`src/rtl/assert_macros.svh`:
```
// Assertion macros shared by the divider controller and top-level RTL files.
`ifndef ASSERT_MACROS_SVH
`define ASSERT_MACROS_SVH

// Same-cycle implication, checked on every rising clock edge outside reset.
`define ASSERT_NOW(label, ante, cons, msg) \
    label: assert property (@(posedge clk) disable iff (!rst_n) (ante) |-> (cons)) \
        else $error(msg);

// Next-cycle implication, checked on every rising clock edge outside reset.
`define ASSERT_NEXT(label, ante, cons, msg) \
    label: assert property (@(posedge clk) disable iff (!rst_n) (ante) |=> (cons)) \
        else $error(msg);

`endif

```
`src/rtl/i64div_pkg.sv`:
```
// Package with the widths, codes and control types of the 64-bit divider.
`timescale 1ns / 1ps

package i64div_pkg;

    localparam int DATA_WIDTH = 64;
    localparam int FIELD_W    = 64;
    localparam int CNT_W      = $clog2(DATA_WIDTH);

    typedef logic [DATA_WIDTH-1:0] word_t;
    typedef logic [FIELD_W-1:0]    field_t;
    typedef logic [CNT_W-1:0]      cnt_t;

    localparam logic REQ_SIGNED   = 1'b0;
    localparam logic REQ_UNSIGNED = 1'b1;

    typedef struct packed {
        logic load;
        logic step;
        logic write_out;
    } dv_cmd_t;

    typedef struct packed {
        logic last;
    } dv_status_t;

endpackage

```
`src/rtl/i64div_datapath.sv`:
```
// Datapath of the divider: operand preparation, restoring shift-subtract loop and result register.
`timescale 1ns / 1ps

module i64div_datapath
    import i64div_pkg::*;
(
    input  logic       clk,
    input  logic       rst_n,
    input  dv_cmd_t    cmd,
    output dv_status_t status,
    input  logic       req_type,
    input  field_t     dividend,
    input  field_t     divisor,
    output field_t     quotient,
    output field_t     remainder,
    output logic       div_by_zero
);

    word_t                 a_in;
    word_t                 b_in;
    logic                  is_signed;
    logic                  a_neg;
    logic                  b_neg;
    word_t                 mag_a;
    word_t                 mag_b;
    logic [DATA_WIDTH:0]   rem_shift;
    logic [DATA_WIDTH:0]   trial;
    logic                  fits;
    word_t                 q_fix;
    word_t                 r_fix;

    word_t quo_reg;
    word_t rem_reg;
    word_t div_reg;
    logic  q_neg_reg;
    logic  r_neg_reg;
    logic  dbz_reg;
    cnt_t  cnt_reg;

    field_t quotient_reg;
    field_t remainder_reg;
    logic   dbz_out_reg;

    always_comb
    begin
        a_in      = dividend[DATA_WIDTH-1:0];
        b_in      = divisor[DATA_WIDTH-1:0];
        is_signed = (req_type == REQ_SIGNED);
        a_neg     = is_signed & a_in[DATA_WIDTH-1];
        b_neg     = is_signed & b_in[DATA_WIDTH-1];
        mag_a     = a_neg ? (~a_in + word_t'(1)) : a_in;
        mag_b     = b_neg ? (~b_in + word_t'(1)) : b_in;

        rem_shift = {rem_reg, quo_reg[DATA_WIDTH-1]};
        trial     = rem_shift - {1'b0, div_reg};
        fits      = !trial[DATA_WIDTH];

        q_fix = q_neg_reg ? (~quo_reg + word_t'(1)) : quo_reg;
        r_fix = r_neg_reg ? (~rem_reg + word_t'(1)) : rem_reg;

        status.last = (cnt_reg == '0);
    end

    always_ff @(posedge clk or negedge rst_n)
    begin
        if (!rst_n)
        begin
            cnt_reg <= '0;
        end
        else if (cmd.load)
        begin
            cnt_reg <= cnt_t'(DATA_WIDTH - 1);
        end
        else if (cmd.step)
        begin
            cnt_reg <= cnt_reg - cnt_t'(1);
        end
    end

    always_ff @(posedge clk)
    begin
        if (cmd.load)
        begin
            quo_reg   <= mag_a;
            rem_reg   <= '0;
            div_reg   <= mag_b;
            q_neg_reg <= a_neg ^ b_neg;
            r_neg_reg <= a_neg;
            dbz_reg   <= (b_in == '0);
        end
        else if (cmd.step)
        begin
            quo_reg <= {quo_reg[DATA_WIDTH-2:0], fits};
            rem_reg <= fits ? trial[DATA_WIDTH-1:0] : rem_shift[DATA_WIDTH-1:0];
        end

        if (cmd.write_out)
        begin
            quotient_reg  <= dbz_reg ? '0 : field_t'(q_fix);
            remainder_reg <= dbz_reg ? '0 : field_t'(r_fix);
            dbz_out_reg   <= dbz_reg;
        end
    end

    assign quotient    = quotient_reg;
    assign remainder   = remainder_reg;
    assign div_by_zero = dbz_out_reg;

endmodule

```
`src/rtl/i64div_ctrl.sv`:
```
// Controller of the divider: sequencing state machine and result handshake.
`timescale 1ns / 1ps
`include "assert_macros.svh"

module i64div_ctrl
    import i64div_pkg::*;
(
    input  logic       clk,
    input  logic       rst_n,
    input  logic       req_valid,
    output logic       req_stall,
    output logic       rsp_valid,
    input  logic       rsp_stall,
    output dv_cmd_t    cmd,
    input  dv_status_t status
);

    typedef enum logic [2:0] {
        S_IDLE = 3'b001,
        S_CALC = 3'b010,
        S_DONE = 3'b100
    } state_t;

    state_t state_reg;
    state_t state_next;
    logic   rsp_valid_reg;
    logic   rsp_valid_next;
    logic   out_free;

    always_comb
    begin
        state_next     = state_reg;
        cmd            = '0;
        out_free       = !rsp_valid_reg || !rsp_stall;
        rsp_valid_next = rsp_valid_reg && rsp_stall;

        unique case (state_reg)
            S_IDLE:
            begin
                if (req_valid)
                begin
                    cmd.load   = 1'b1;
                    state_next = S_CALC;
                end
            end
            S_CALC:
            begin
                cmd.step = 1'b1;
                if (status.last)
                begin
                    state_next = S_DONE;
                end
            end
            S_DONE:
            begin
                if (out_free)
                begin
                    cmd.write_out  = 1'b1;
                    rsp_valid_next = 1'b1;
                    state_next     = S_IDLE;
                end
            end
            default:
            begin
                state_next = S_IDLE;
            end
        endcase
    end

    always_ff @(posedge clk or negedge rst_n)
    begin
        if (!rst_n)
        begin
            state_reg     <= S_IDLE;
            rsp_valid_reg <= 1'b0;
        end
        else
        begin
            state_reg     <= state_next;
            rsp_valid_reg <= rsp_valid_next;
        end
    end

    assign req_stall = (state_reg != S_IDLE);
    assign rsp_valid = rsp_valid_reg;

    `ASSERT_NEXT(a_accept_starts, req_valid && !req_stall, state_reg == S_CALC, "accepted word did not start the loop")
    `ASSERT_NEXT(a_last_step_ends, state_reg == S_CALC && status.last, state_reg == S_DONE, "loop did not end after its last step")
    `ASSERT_NEXT(a_result_posted, state_reg == S_DONE && out_free, rsp_valid_reg, "finished result was not posted")

endmodule

```
`src/rtl/int64_divider_unit.sv`:
```
// Top level of the 64-bit signed and unsigned restoring divider.
//
//   Channel   Handshake              Fields
//   req       req_valid, req_stall   req_type, dividend, divisor
//   rsp       rsp_valid, rsp_stall   quotient, remainder, div_by_zero
//
// From acceptance to the next acceptance, one word passes through the load of the operand
// magnitudes, 64 iterations of the shared shift-subtract unit (one quotient bit per
// cycle), and the sign fix into the result register.
// A finished result waits in the result register while the next word is accepted.
// A stalled result holds the divider in its final state until the register frees up.
// Reset clears the controller and the result valid flag; no clearing pass is needed.
`timescale 1ns / 1ps
`include "assert_macros.svh"

module int64_divider_unit
    import i64div_pkg::*;
(
    input  logic   clk,
    input  logic   rst_n,
    input  logic   req_valid,
    output logic   req_stall,
    input  logic   req_type,
    input  field_t dividend,
    input  field_t divisor,
    output logic   rsp_valid,
    input  logic   rsp_stall,
    output field_t quotient,
    output field_t remainder,
    output logic   div_by_zero
);

    dv_cmd_t    cmd;
    dv_status_t status;

    i64div_ctrl u_ctrl (
        .clk       (clk),
        .rst_n     (rst_n),
        .req_valid (req_valid),
        .req_stall (req_stall),
        .rsp_valid (rsp_valid),
        .rsp_stall (rsp_stall),
        .cmd       (cmd),
        .status    (status)
    );

    i64div_datapath u_datapath (
        .clk         (clk),
        .rst_n       (rst_n),
        .cmd         (cmd),
        .status      (status),
        .req_type    (req_type),
        .dividend    (dividend),
        .divisor     (divisor),
        .quotient    (quotient),
        .remainder   (remainder),
        .div_by_zero (div_by_zero)
    );

    `ASSERT_NOW(a_dbz_zero, rsp_valid && div_by_zero, quotient == '0 && remainder == '0, "divide by zero result is not zero")

endmodule
```
`config.mk`:
```
export PLATFORM = sky130hd
export DESIGN_NAME = int64_divider_unit
export DESIGN_NICKNAME = d
export VERILOG_FILES = /design/src/rtl/i64div_pkg.sv /design/src/rtl/i64div_datapath.sv /design/src/rtl/i64div_ctrl.sv /design/src/rtl/int64_divider_unit.sv
export VERILOG_INCLUDE_DIRS = /design/src /design/src/rtl
export SDC_FILE = /design/constraint.sdc
export NUM_CORES = 1
export LEC_CHECK = 0
export BUFFER_PORTS_ARGS = -buffer_cell sky130_fd_sc_hd__buf_2
export CORE_UTILIZATION = 58
export CTS_BUF_LIST = sky130_fd_sc_hd__clkbuf_8
export CTS_CLUSTER_DIAMETER = 100
export DETAILED_ROUTE_END_ITERATION = 10
export HOLD_SLACK_MARGIN = 0.15
export PLACE_DENSITY = 0.81
export SLEW_MARGIN = 40
export SYNTH_ARGS = -nofsm -noshare
export SYNTH_HDL_FRONTEND = slang
export SYNTH_SLANG_ARGS = --single-unit
export TNS_END_PERCENT = 10
```
`constraint.sdc`:
```
create_clock -name clk -period 11.05 [get_ports clk]
set_input_delay 2.21 -clock clk [delete_from_list [all_inputs] [get_ports clk]]
set_output_delay 2.21 -clock clk [all_outputs]
set_load 0.05 [all_outputs]
```
Word-level counts from Yosys, hierarchy flattened --
Index checks and enable logic that the tools add are counted.
Storage, ports and cells: register bits 334, input bits 133, word-level logic and storage cells 62
Operators by class: add/subtract/negate cells 6, eq/ne operators 7, mux-type cells 20, bitwise logic cells 8, reductions and logical operators 9
Operators with widths (count):
- $mux 64 | 7
- $add 64x1->64 const B | 4
- $not 64->64 | 4
- $sub 65x64->65 | 1
- $logic_not 64->1 | 1
- $mux 6 | 2
- $mux 3 | 3
- $pmux 3 s3 | 1
- $mux 1 | 7
- $logic_not 6->1 | 1
- $sub 6x1->6 const B | 1
- $ne 2x2->1 const B | 2
- $eq 3x1->1 const B | 1
- $eq 3x2->1 const B | 1
- $eq 3x3->1 const B | 1
- $logic_not 1->1 | 3
- $ne 3x1->1 const B | 1
- $reduce_and 3->1 | 1
- $and 1x1->1 | 2
- $ne 2x1->1 const B | 1
- $reduce_bool 2->1 | 1
- $logic_and 1x1->1 | 1
- $logic_or 1x1->1 | 1
- $not 1->1 | 1
- $xor 1x1->1 | 1

Depth between registers and ports, before layout --
word-level depth 4, depth in mapped cells 16

Hierarchy --
Synthesis repeated with hierarchy kept, for this count alone.
Second synthesis, totals: cells, all modules 2359, area total of the unflattened synthesis 21438.1 um^2
Modules (own cells, without submodules):
- i64div_datapath | times used 1, cells an instance 2340, area each 21224.1 um^2, sequential area each 9238.9 um^2
- i64div_ctrl | times used 1, cells an instance 19, area each 214.0 um^2, sequential area each 101.3 um^2

Worst setup path after synthesis --
No wires, ideal clock.
path type input to register, start point input port rsp_stall, end point register u_datapath.dbz_out_reg, in the netlist u_datapath.div_by_zero, enable pin, library setup time 660 ps, arrival time 8283 ps, data required time 10390 ps, setup slack 2107 ps, cell stages on the path 1, path buffers 0, cell sequence a21oi_1
On the way: longest elaborated chain between the ends 4
RTL lines:
- from (decl) | RTL line int64_divider_unit.sv:27 | input logic rsp_stall,
- $logic_not 1->1 | RTL line i64div_ctrl.sv:34 | out_free = !rsp_valid_reg || !rsp_stall;
- $logic_or 1x1->1 | RTL line i64div_ctrl.sv:34
- $mux 1 | RTL line i64div_ctrl.sv:56 | if (out_free)
- $mux 1 | RTL line i64div_ctrl.sv:37 | unique case (state_reg)
- to (signal assigned) | RTL line i64div_datapath.sv:101 | dbz_out_reg <= dbz_reg;
- to (decl) | RTL line i64div_datapath.sv:42 | logic dbz_out_reg;
No other way between the ends. A chain may end at the register's enable or synchronous reset.

Worst setup path after layout --
start point input port divisor[8], end point register u_datapath.div_reg[60], data pin
On the way: longest elaborated chain between the ends 3
RTL lines:
- from (decl) | RTL line int64_divider_unit.sv:25 | input field_t divisor,
- $not 64->64 | RTL line i64div_datapath.sv:52 | mag_b = b_neg ? (~b_in + word_t'(1)) : b_in;
- $add 64x1->64 | RTL line i64div_datapath.sv:52
- $mux 64 | RTL line i64div_datapath.sv:52
- net u_datapath.mag_b[60] | RTL line i64div_datapath.sv:25 | word_t mag_b;
- to (signal assigned) | RTL line i64div_datapath.sv:86 | div_reg <= mag_b;
- to (decl) | RTL line i64div_datapath.sv:34 | word_t div_reg;
The timed path passes the listed nets, and every way through them passes these cells.

==> metrics <==
share of the synthesized area in the top cell type=0.3594; Post-Place Setup Slack=5.457 ns; CTS max path bufs=3; initial antenna violation count=2; Slew headroom=0.4472; distinct cell type count after synthesis=85; Ports=around 260; Starting Density=0.5920; Area contributors post-synth=edfxtp_1 (36%), xor2_1 (7.7%), dfxtp_1 (5.9%), o21ai_0 (5.0%), xnor2_1 (4.7%); post-route minimum period=5.070 ns; Finished Layout Cells=3080; Final HPWL DP=44090 um; Core ar.=about 37000 um2; endpoints failing hold=0; row count=70; placed insts=between 2000 and 3000; Synth Cell Area=21720 um2; total congestion overflow=0; CTS Buf Count=54; Max rail drop VDD=~140 uV; post-synth net total=2544; # clock sinks=334; number of global-route vias before repair=17770; WL final=58680 um; clock root cell=clkbuf_8; pin count of the biggest net entering global routing=114; htree depth=2; Avg WL per Cell=approximately 19 um; most used cell, CP=nand2_1; critical path cell sequence=buf_2, or4_4, nor3_2, nand2_1, nor4_2, nand2_1, nor3_1, nand2_1, nor4_2, a21oi_1, xor2_1; drt pass-1 iters=7; DRT iter0 DRCs=between 1500 and 2000; kind of critical path=input pin to flip-flop; Max Freq=197.3 MHz; pwr dens=199.9 nW/um2; CP required=11.41 ns; Hold Crit Class=flip-flop to flip-flop; crit-path max FO=6; die width=195.5 um; layout cell share with drive strength beyond 1=0.1579; post-synthesis instance total=2340; total negative setup slack=0 ns; CTS tree=yes; Synth warnings=0; postcts setup bufs=0; Via density=6.044; worst-margin pin slew=0.8292 ns; Seq/Total Area, Yosys=0.4299; post-synth top area cell=edfxtp_1; largest delay contributor family on the critical path=simple AND/OR/NAND/NOR gates; CP Capture Type=flip-flop; crit path DAT=5.43 ns; total track usage=0.3066; Buf/Inv on CP=1; fin worst setup slack=5.980 ns; fin. max-slew vios=0; Synth Register Bits=334; max cap viols=0; insertion delay to the later sink of the worst-skew pair=between 0.6 and 0.7 ns; Hold WS=just under 0.5 ns; Slowest-stage cell, CP=nor4_2; hold buffers post-CTS=0; die area=~38000 um2; Layout area overhead=12.41%; status=finished clean; Startpoint Class=input pin; Setup Skew=0.02956 ns; leakage power=9.769 nW; total power draw=~0.0049 W; asr flop ratio synth=0.02994; Worst-path clk slew=0.05 ns; residual DRC count=0; Post-synth EDFFs=between 200 and 300; Final Net Count=about 2800; post-route ant nets=0; port buffer count=263; die height=195.5 um; crit-path max cell delay=0.69 ns; GP Congestion=1.006; first-pass GRT wire length=92890 um; routed via count=18620; Avg Inst Size Synth=9.284 um2; Final period util=0.4588; Top FF cell, synth=edfxtp_1; endpoints failing setup=0; unrepaired setup endpoints after global routing=no; # resized after CTS=0
## cells in the final DEF, fill, tap and decap left out, drive strengths merged, types with 11 or more instances in the layout
cell type  instances
inv              126
nand2b            20
nor2b             14
or3               31
nand3             42
ha                70
o41ai             24
or4               30
o21a              12
clkinv            11
nand2            263
o21ai            228
xnor2            117
mux2i             41
nor2             232
nand4             21
a21o              28
clkbuf            59
nor4              30
buf              279
a32oi             19
and3              11
edfxtp           260
a21oi            143
xor2             191
o31ai             73
dfxtp             64
nor3              46
a31oi             19
## report_power, final
group	switching [W]	total [W]	internal, W
clock network	0.000492	0.00102	0.000532
logic	0.00119	0.00186	0.000673
registers	0.000267	0.00200	0.00173
## per-stage QoR
step / utilization / cell area [um2]
after floorplan: - / 21720
after global placement: 0.6372 / 23380
after detailed placement: 0.6375 / 23400
after CTS: 0.6650 / 24400
after global routing: 0.6654 / 24420
final: 0.6655 / 24420
## Yosys cell counts (22+ instances only)
| master | number |
|---|---|
| nand2_1 | 261 |
| nor3_1 | 41 |
| inv_1 | 102 |
| a21o_1 | 28 |
| dfxtp_1 | 64 |
| xor2_1 | 191 |
| o41ai_1 | 22 |
| nor2_1 | 231 |
| a21oi_1 | 142 |
| clkbuf_1 | 91 |
| mux2i_1 | 41 |
| o21ai_0 | 219 |
| nand3_1 | 40 |
| o31ai_1 | 66 |
| or4_1 | 24 |
| or3_1 | 28 |
| edfxtp_1 | 260 |
| xnor2_1 | 117 |
| ha_1 | 70 |
## final timing paths
path	end	slack, ns	cells after the start	start
min in group asynchronous	u_ctrl.rsp_valid$_DFF_PN0_	1.44	1	rst_n
hold reg to reg	u_ctrl.state_reg[1]$_DFFE_PN0P_	0.50	1	u_ctrl.state_reg[2]$_DFFE_PN0P_
setup reg to reg	u_datapath.rem_reg[59]$_SDFFE_PP0P_	6.30	13	u_datapath.div_reg[0]$_DFFE_PP_
max in group asynchronous	u_ctrl.state_reg[0]$_DFFE_PN1P_	9.34	1	rst_n
setup / recovery	u_datapath.div_reg[60]$_DFFE_PP_	5.98	11	divisor[8]
hold / removal	u_ctrl.state_reg[1]$_DFFE_PN0P_	0.50	1	u_ctrl.state_reg[2]$_DFFE_PN0P_
## routing by layer
layer  part of all wire  global-route usage  wire [um]
met1               0.42              0.4149      24890
met2               0.46              0.4914      26710
met3              0.080             0.04456       4705
met4              0.040              0.1327       2359
met5            0.00017                   0         10
## kinds of logic after synthesis
logic type	count (synthesis)	synth area share
compound gates	605	0.1729
xor+xnor	308	0.1242
fa+ha+maj	71	0.04124
buf+inv	207	0.03651
flops	334	0.4299
mux	41	0.01889
simple gates	774	0.1764
## layout make-up
type	count	area, um2
Inverter	103	386.6
Clock inverter	36	193.9
Tap cell	468	585.6
Multi-Input combinational cell	1799	11640
Sequential cell	334	9340
Timing Repair Buffer	279	1455
Clock buffer	59	812.0
Antenna cell	2	5.005
Fill cell	3001	12280
No activity file was read; power rests on OpenSTA's default activity.
